===== src/design/two_register_memory_alu_executor_macros.svh =====
// Assertion macros shared by the executor modules.
`ifndef TWO_REGISTER_MEMORY_ALU_EXECUTOR_MACROS_SVH
`define TWO_REGISTER_MEMORY_ALU_EXECUTOR_MACROS_SVH

// Same-cycle implication, checked outside reset
`define TRMAE_ASSERT_IMP(label, ante, cons, msg) \
    label: assert property (@(posedge i_clk) disable iff (!i_rst_n) (ante) |-> (cons)) \
        else $error(msg);

// Next-cycle implication, checked outside reset
`define TRMAE_ASSERT_NXT(label, ante, cons, msg) \
    label: assert property (@(posedge i_clk) disable iff (!i_rst_n) (ante) |=> (cons)) \
        else $error(msg);

`endif


===== src/design/trmae_pkg.sv =====
// Shared types, constants and helper functions of the two-register ALU executor.
package trmae_pkg;

    localparam int MEM_WORDS = 256;
    localparam int MEM_AW    = (MEM_WORDS > 1) ? $clog2(MEM_WORDS) : 1;
    localparam int ADDR_W    = 8;
    localparam int DATA_W    = 32;
    localparam int OP_W      = 3;
    localparam int SEL_W     = 2;
    localparam int Q_DEPTH   = 4;
    localparam int Q_AW      = (Q_DEPTH > 1) ? $clog2(Q_DEPTH) : 1;

    typedef enum logic [OP_W-1:0] {
        OP_ADD   = 3'd0,
        OP_SUB   = 3'd1,
        OP_STORE = 3'd2,
        OP_LOAD  = 3'd3,
        OP_IMM   = 3'd4,
        OP_READ  = 3'd5,
        OP_HALT  = 3'd6
    } t_op;

    localparam logic [SEL_W-1:0] SEL_ONE = 2'd1;
    localparam logic [SEL_W-1:0] SEL_TWO = 2'd2;

    typedef logic [ADDR_W-1:0] t_addr;
    typedef logic [DATA_W-1:0] t_word;
    typedef logic [MEM_AW-1:0] t_midx;

    // Decoded instruction word passed from front to back
    typedef struct packed {
        logic  arith;
        logic  subtract;
        logic  store;
        logic  load;
        logic  load_imm;
        logic  read;
        logic  halt;
        logic  sel_one;
        t_addr addr_a;
        t_addr addr_b;
        t_addr addr_dest;
        t_word immediate;
    } t_cmd;

    // True when the address falls inside the data memory
    function automatic logic addr_in_range(input t_addr a);
        return 32'(a) < 32'(MEM_WORDS);
    endfunction

    // Memory row for an address
    function automatic t_midx mem_index(input t_addr a);
        return MEM_AW'(a);
    endfunction

endpackage


===== src/design/trmae_front.sv =====
// Front end: accepts instruction words, decodes them and queues them for execution.
`include "two_register_memory_alu_executor_macros.svh"

module trmae_front (
    input  logic                                i_clk,
    input  logic                                i_rst_n,
    input  logic                                i_in_valid,
    output logic                                o_in_stall,
    input  logic [trmae_pkg::OP_W-1:0]          i_operation,
    input  logic [trmae_pkg::ADDR_W-1:0]        i_addr_a,
    input  logic [trmae_pkg::ADDR_W-1:0]        i_addr_b,
    input  logic [trmae_pkg::ADDR_W-1:0]        i_addr_dest,
    input  logic [trmae_pkg::SEL_W-1:0]         i_reg_select,
    input  logic signed [trmae_pkg::DATA_W-1:0] i_immediate,
    output logic                                o_cmd_valid,
    output trmae_pkg::t_cmd                     o_cmd,
    input  logic                                i_cmd_pop
);

    import trmae_pkg::*;

    localparam logic [Q_AW:0]   Q_FULL = (Q_AW + 1)'(Q_DEPTH);
    localparam logic [Q_AW-1:0] Q_LAST = Q_AW'(Q_DEPTH - 1);

    t_cmd            dec_cmd;
    logic            sel_ok;
    logic            push;
    t_cmd            r_q [Q_DEPTH];
    logic [Q_AW-1:0] r_wr_ptr;
    logic [Q_AW-1:0] r_rd_ptr;
    logic [Q_AW:0]   r_count;
    logic [Q_AW-1:0] n_wr_ptr;
    logic [Q_AW-1:0] n_rd_ptr;
    logic [Q_AW:0]   n_count;

    // Decode; operations that select a register become no-ops on a bad select
    always_comb begin
        dec_cmd           = '0;
        dec_cmd.addr_a    = i_addr_a;
        dec_cmd.addr_b    = i_addr_b;
        dec_cmd.addr_dest = i_addr_dest;
        dec_cmd.immediate = i_immediate;
        dec_cmd.sel_one   = (i_reg_select == SEL_ONE);
        sel_ok            = (i_reg_select == SEL_ONE) || (i_reg_select == SEL_TWO);
        unique case (i_operation)
            OP_ADD: begin
                dec_cmd.arith = 1'b1;
            end
            OP_SUB: begin
                dec_cmd.arith    = 1'b1;
                dec_cmd.subtract = 1'b1;
            end
            OP_STORE: dec_cmd.store    = sel_ok;
            OP_LOAD:  dec_cmd.load     = sel_ok;
            OP_IMM:   dec_cmd.load_imm = sel_ok;
            OP_READ:  dec_cmd.read     = sel_ok;
            OP_HALT:  dec_cmd.halt     = 1'b1;
            default:  ;
        endcase
    end

    // Queue control
    assign o_in_stall  = (r_count == Q_FULL);
    assign push        = i_in_valid && !o_in_stall;
    assign o_cmd_valid = (r_count != '0);
    assign o_cmd       = r_q[r_rd_ptr];

    always_comb begin
        n_wr_ptr = r_wr_ptr;
        n_rd_ptr = r_rd_ptr;
        n_count  = r_count;
        if (push) begin
            n_wr_ptr = (r_wr_ptr == Q_LAST) ? '0 : r_wr_ptr + 1'b1;
        end
        if (i_cmd_pop) begin
            n_rd_ptr = (r_rd_ptr == Q_LAST) ? '0 : r_rd_ptr + 1'b1;
        end
        case ({push, i_cmd_pop})
            2'b10:   n_count = r_count + 1'b1;
            2'b01:   n_count = r_count - 1'b1;
            default: n_count = r_count;
        endcase
    end

    always_ff @(posedge i_clk) begin
        if (!i_rst_n) begin
            r_wr_ptr <= '0;
            r_rd_ptr <= '0;
            r_count  <= '0;
        end else begin
            r_wr_ptr <= n_wr_ptr;
            r_rd_ptr <= n_rd_ptr;
            r_count  <= n_count;
        end
    end

    // Queue storage
    always_ff @(posedge i_clk) begin
        if (push) begin
            r_q[r_wr_ptr] <= dec_cmd;
        end
    end

    `TRMAE_ASSERT_IMP(a_pop_nonempty, i_cmd_pop, r_count != '0, "pop from empty queue")
    `TRMAE_ASSERT_IMP(a_count_bound, 1'b1, r_count <= Q_FULL, "queue count overflow")
    `TRMAE_ASSERT_NXT(a_push_count, push && !i_cmd_pop,
                      r_count == $past(r_count) + 1'b1, "queue count missed a push")

endmodule


===== config.mk =====
export PLATFORM = sky130hd
export DESIGN_NAME = trmae_front
export DESIGN_NICKNAME = d
export VERILOG_FILES = /design/src/design/trmae_pkg.sv /design/src/design/trmae_front.sv
export VERILOG_INCLUDE_DIRS = /design/src /design/src/design
export SDC_FILE = /design/constraint.sdc
export NUM_CORES = 1
export LEC_CHECK = 0
export ABC_AREA = 1
export BUFFER_PORTS_ARGS = -buffer_cell sky130_fd_sc_hd__buf_2
export CAP_MARGIN = 40
export CORE_AREA = 2 2 139 141
export DETAILED_ROUTE_END_ITERATION = 6
export DIE_AREA = 0 0 141 143
export HOLD_SLACK_MARGIN = 0.06
export PLACE_DENSITY = 0.81
export SYNTH_ARGS = -nofsm -noshare
export SYNTH_HDL_FRONTEND = slang
export SYNTH_SLANG_ARGS = --single-unit

===== constraint.sdc =====
create_clock -name i_clk -period 7.85 [get_ports i_clk]
set_input_delay 1.1775 -clock i_clk [delete_from_list [all_inputs] [get_ports i_clk]]
set_output_delay 1.1775 -clock i_clk [all_outputs]
set_load 0.01 [all_outputs]

==> impl_results.md, run 1 <==
- Net Count, Synth: 770
- Grt total ovfl: 0
- Post-CTS resize count: 0
- Final hold violations: 0
- Number of synthesized flops with an enable pin: 256
- Routed Antenna Nets: 0
- Die height: 143 um
- Synth Area in Simple Gates: 6.26%
- Tot Pwr: 3.29 mW
- Synth area leaders: edfxtp_1, nor2_1, o22ai_1, o21ai_0, o21ai_1
- Leak: 4.20 nW
- Root buffer cell: clkbuf_16
- DP HPWL: 11600 um
- Total Wirelength: 20200 um
- Period minus WS final: 3890 ps
- Worst Path Max Fanout: 84
- Commonest register cell after synthesis: edfxtp_1
- Max Slew Vio Count: 0
- Post-Syn Instances: 697
- Seq/Total Area, Yosys: 78.3%
- CTS Sinks: 265
- CTS tree: done
- Hold Worst Slack: 521 ps
- Status: finished clean
- TritonCTS Buffers: 26
- Clock Skew: 12.3 ps
- Endpoints failing setup: 0
- Vias in the first global route: 6099
- Post-route worst setup slack: 3960 ps
- Average size of a mapped cell: 14.4 um^2
- IO Count: 131
- Synth async-reset ratio: 0%
- GPL Wtd Cong: 0.720
- Die ar.: 20200 um^2
- Final period utilization: 49.6%
- Clock Tree Buf Depth: 3
- Power per cell area: 278 nW/um^2
- Initial core utilization: 54.1%
- Post-synth top area share: 76.5%
- VDD IR max: 0.000151 V
- Worst-margin pin slew: 912 ps
- Slew Limit Headroom: 39.2%
- # DRC: 0
- CTS clk-pin slew, worst paths: 60 ps
- Min-Delay Path Class: flip-flop to flip-flop
- Post-Synth XOR/XNOR Area: 0%
- Maxcap violations: 0
- CTS H-Tree Depth: 1
- Setup TNS: 0 ps
- Skew-Pair Late Insertion Delay: 520 ps
- Synth-to-Final Area Change: 17.7%
- Hold Buf Count CTS: 0
- Share of cells above drive strength 1: 22.0%
- All-Layer GR Usage: 19.8%
- CP Capture Type: output pin
- Synth warn: 0
- Peak Freq: 257 MHz
- DR pass1 iterations: 5
- CP startpoint kind: flip-flop
- Synth area leader: edfxtp_1
- Starting DRT DRC Count: 599
- Antenna violations before repair: 4
- Worst Path Required: 6670 ps
- Vias per cell: 5.69
- First-pass GRT wire length: 31100 um
- Die W: 141 um
- Setup slack after placement: 4500 ps
- Mux cell area share after synthesis: 0%
- Cell area after synthesis: 10000 um^2
- Post-synthesis adder-cell area fraction: 1.07%
- IO Port Bufs: 130
- Core area: 18600 um^2
- Via count: 6170
- Synthesized flop and latch total: 265
- Final #Nets: 900
- Wire per inst: 18.6 um
- Row count: 50
- RSZ-0062 raised after global routing: no
- Critical Path AT: 2710 ps
- Post-CTS Setup Inserts: 0
- Synth Area in Compound Gates: 10.7%
- Crit path kind: flip-flop to output pin
- Largest family of logic cells by synthesized area: compound AO/OA/AOI/OAI gates
- Synth cell types: 23
- Largest net degree at the start of global routing: 85
- Final Core Density: 63.7%
-- cell usage in the layout (no fill, tap or decap), drive strengths merged --
| cell type | Yosys | final |
|---|---|---|
| ha | 7 | 7 |
| clkinv | 1 | 9 |
| a21oi | 4 | 4 |
| o21ai | 131 | 131 |
| edfxtp | 256 | 256 |
| nand3b | 1 | 1 |
| nor4 | 4 | 4 |
| o22ai | 64 | 64 |
| bufinv | 0 | 5 |
| nand3 | 1 | 1 |
| fa | 1 | 1 |
| inv | 21 | 22 |
| dfxtp | 9 | 9 |
| nor3 | 3 | 3 |
| nand2 | 10 | 10 |
| diode | 0 | 5 |
| clkbuf | 17 | 32 |
| buf | 24 | 143 |
| nor2 | 142 | 142 |
| nand4 | 1 | 1 |
-- final cells by class --
class | instances | area [um^2]
repair buffers | 143 | 841
flip-flops and latches | 265 | 7870
clock buffers | 32 | 694
well taps | 234 | 293
multi-input cells | 369 | 1840
inverters | 22 | 85.1
clock inverters | 14 | 188
diodes | 5 | 12.5
fillers | 1312 | 6750
-- through the flow --
step	instances	area, um^2
floorplan	697	10000
global placement	1028	10800
detailed placement	1033	10900
CTS	1079	11800
global route	1081	11800
finish	1084	11800
-- metal layers --
| layer | track usage (%) | vias to the layer above | share of wire (%) |
|---|---|---|---|
| met5 | 0 | - | 0.079 |
| met4 | 7.16 | 2 | 2.4 |
| met3 | 4.69 | 42 | 7.8 |
| met2 | 33.6 | 225 | 50 |
| met1 | 25.3 | 3020 | 40 |
| li1 | - | 2881 | - |
-- registers in the layout (all words and copies together) (netlist names), named ones only --
register  cells
r_q         256
r_count       3
r_rd_ptr      2
r_wr_ptr      2
-- kinds of logic (layout without fill, tap and decap cells) --
group,count (synthesis),in the layout
other cells,0,5
flops,265,265
fa+ha+maj,8,8
buf+inv,63,211
simple gates,162,162
compound gates,199,199
-- critical path, stage by stage, from the launching register on --
cell	delay [ps]
dfxtp_4	410
inv_4	360
buf_4	780
nor2_1	130
o22ai_1	270
buf_2	180
-- power by group --
part | total (mW) | switching (mW) | internal (mW) | leakage [nW]
logic | 0.351 | 0.233 | 0.118 | 1.34
clock network | 1.27 | 0.483 | 0.787 | 0.430
registers | 1.67 | 0.0220 | 1.64 | 2.43
total | 3.29 | 0.738 | 2.55 | 4.20
-- path summary, 6_finish.rpt --
path / start / to / slack [ps] / depth (start not counted)
worst max-delay path: flip-flop / o_cmd[45] / 3960 / 5
worst min-delay path: r_count[0] / r_count[0] / 520 / 2
worst max register to register: r_count[1] / r_count[2] / 5700 / 12
worst min register to register: r_count[0] / r_count[0] / 520 / 2
-- cell usage after synthesis (all sizes together), types with 3 or more instances --
cell / n
nand2: 10
o22ai: 64
nor3: 3
nor2: 142
edfxtp: 256
clkbuf: 17
inv: 21
ha: 7
a21oi: 4
nor4: 4
dfxtp: 9
o21ai: 131
buf: 24
Note: power is estimated with default switching activity, not from simulation.
==> inputs of run 2 (changes only) <==
==> constraint.sdc (replaced) <==
create_clock -name i_clk -period 3.75 [get_ports i_clk]
set_input_delay 0.5625 -clock i_clk [delete_from_list [all_inputs] [get_ports i_clk]]
set_output_delay 0.5625 -clock i_clk [all_outputs]
set_load 0.01 [all_outputs]
==> run 2 against run 1 <==
- non-clock buffer count increased by 1
- global-route usage decreased by 0.75 points
- combinational power increased by 110%
- setup slack got worse by 3100 ps
- flip-flop and latch count unchanged
- cell count unchanged
- register-to-register slack got worse by 4200 ps
- design area decreased by 0.76%
- sequential share of layout area increased by 0.51 points
==> impl_results.md, run 2 (same netlist as run 1, synthesis figures left out) <==
- Max reg flops: 256 (unchanged)
- Die ar.: 20200 um^2 (unchanged)
- DP HPWL: 11500 um (-0.56%)
- Period minus WS final: 2850 ps
- RSZ-0062 raised after global routing: no
- CTS tree: done
- CTS clk-pin slew, worst paths: 60 ps (about the same)
- Hold Buf Count CTS: 0 (unchanged)
- GRT busiest layer: met2
- Crit-path leading delay family: buffers and inverters
- Most frequent cells in the layout: edfxtp_1, nor2_1, buf_2
- Worst-margin pin slew: 742 ps (-170 ps)
- VDD IR max: 0.000356 V (+140%)
- Total Wirelength: 19400 um (-3.9%)
- Skew-Pair Late Insertion Delay: 510 ps (about the same)
- Worst Path Required: 3190 ps (-3480 ps)
- Reg2reg path depth: 5 (-7)
- Share of cells above drive strength 1: 22.1% (+0.066 points)
- Post-CTS Setup Inserts: 0 (unchanged)
- IO Count: 131 (unchanged)
- R2R Path End: r_q[3][42]
- Vias in the first global route: 5943 (-2.6%)
- Row count: 50 (unchanged)
- Crit-path slowest cell: buf_4
- Post-route cell area: 11700 um^2 (-0.76%)
- Reg2reg setup slack: 1520 ps (-4180 ps)
- Root buffer cell: clkbuf_16
- Initial core utilization: 54.1% (unchanged)
- TritonCTS Buffers: 27 (+3.8%)
- Vias per cell: 5.60 (-1.6%)
- Most common cell after layout, fill and taps aside: edfxtp_1
- Maxcap violations: 0 (unchanged)
- Via count: 6071 (-1.6%)
- Hold EP: r_q[3][29]
- Largest net degree at the start of global routing: 75 (-12%)
- Power per cell area: 567 nW/um^2 (+100%)
- Layout Cells excl Fill: 1084 (unchanged)
- Max Slew Vio Count: 0 (unchanged)
- CP startpoint kind: flip-flop
- Peak Freq: 351 MHz
- Hold Crit Depth: 1 (-1)
- Worst Path Max Fanout: 74 (-12%)
- Leak: 4.16 nW (-0.91%)
- Tot Pwr: 6.66 mW (+100%)
- # DRC: 0 (unchanged)
- Wire per inst: 17.9 um (-3.9%)
- Dpl cell area: 10900 um^2 (-0.18%)
- Worst path bufs/invs: 3 (unchanged)
- RR Startpoint: r_count[1]
- Endpoints failing setup: 0 (unchanged)
- Synth-to-Final Area Change: 16.8%
- CTS Sinks: 265 (unchanged)
- Largest registers: r_q x256, r_count x3
- Die W: 141 um (unchanged)
- First-pass GRT wire length: 30000 um (-3.3%)
- Antenna violations before repair: 4 (unchanged)
- All-Layer GR Usage: 19.1% (-0.75 points)
- Clock Skew: 6.59 ps (-5.70 ps)
- Core area: 18600 um^2 (unchanged)
- Die height: 143 um (unchanged)
- M1 GR Usage: 25.7% (+0.36 points)
- IO Port Bufs: 130 (unchanged)
- Post-CTS resize count: 0 (unchanged)
- Critical Path AT: 2290 ps (-420 ps)
- Crit path kind: flip-flop to output pin
- GPL Wtd Cong: 0.759 (+5.4%)
- Starting DRT DRC Count: 449 (-25%)
- Placed cell count: 1034 (+0.097%)
- Met3 usage: 4.33% (-0.37 points)
- CTS H-Tree Depth: 1 (unchanged)
- Routed Antenna Nets: 0 (unchanged)
- Status: finished clean
- Clock Tree Buf Depth: 3 (unchanged)
- Final #Nets: 902 (+0.22%)
- CP Capture Type: output pin
- Largest stage delay, worst path: 460 ps (-320 ps)
- Hold Crit Start: i_immediate[29]
- Cell Chain, Critical Path: buf_4 > buf_16 > o21ai_0 > o22ai_1 > buf_2
- Final period utilization: 76.0%
- Final hold violations: 0 (unchanged)
- DR pass1 iterations: 5 (unchanged)
- Biggest register: r_q
- Grt met2 use: 31.6% (-2.0 points)
- Slew Limit Headroom: 50.4% (+11 points)
- Grt total ovfl: 0 (unchanged)
- Min-Delay Path Class: primary input to flip-flop
[run 2: changes by cell type in the layout (fill, tap and decap cells not counted), moves of 2 or more]
cell	previous run	this run
diode_2	5	3
buf_4	8	10
clkinv_1	6	4
buf_16	4	2
clkbuf_1	5	8
bufinv_16	5	2
[run 2: power by group]
part	leakage (nW)	total (mW)	switching, mW	internal, mW
combinational	1.34	0.724	0.483	0.241
sequential	2.43	3.48	0.0417	3.44
clock	0.397	2.45	0.995	1.45
total	4.16	6.66	1.52	5.14
[run 2: cell type report]
| cell class | count | area (um^2) |
|---|---|---|
| clock buffers | 35 | 706 |
| multi-input cells | 369 | 1840 |
| repair buffers | 144 | 821 |
| fillers | 1325 | 6840 |
| diodes | 3 | 7.51 |
| clock inverters | 12 | 111 |
| inverters | 22 | 85.1 |
| well taps | 234 | 293 |
| flip-flops and latches | 265 | 7870 |
[run 2: layer usage]
metal,routed length (um),vias up
met5,0,-
met4,410,0
met3,1670,35
met2,9320,236
met1,7980,2922
li1,-,2878
[run 2: worst max path at each step]
| stage | from | endpoint | cells after the start |
|---|---|---|---|
| after floorplan | i_in_valid | r_q[0][0] | 2 |
| after global placement | flip-flop | o_cmd[32] | 4 |
| after detailed placement | i_in_valid | r_q[3][44] | 4 |
| after CTS | flip-flop | o_cmd[2] | 5 |
| after global routing | flip-flop | o_cmd[2] | 5 |
| final | flip-flop | o_cmd[2] | 5 |
[run 2: per-stage QoR]
step | worst slack [ps] | setup TNS (ps) | util [%] | hold slack [ps]
after floorplan | -123 | -31550 | - | 492
after global placement | 1250 | 0 | 58.4 | 512
after detailed placement | 1370 | 0 | 58.7 | 529
after CTS | 842 | 0 | 63.1 | 245
after global routing | 722 | 0 | 63.2 | 247
final | 901 | 0 | 63.2 | 263
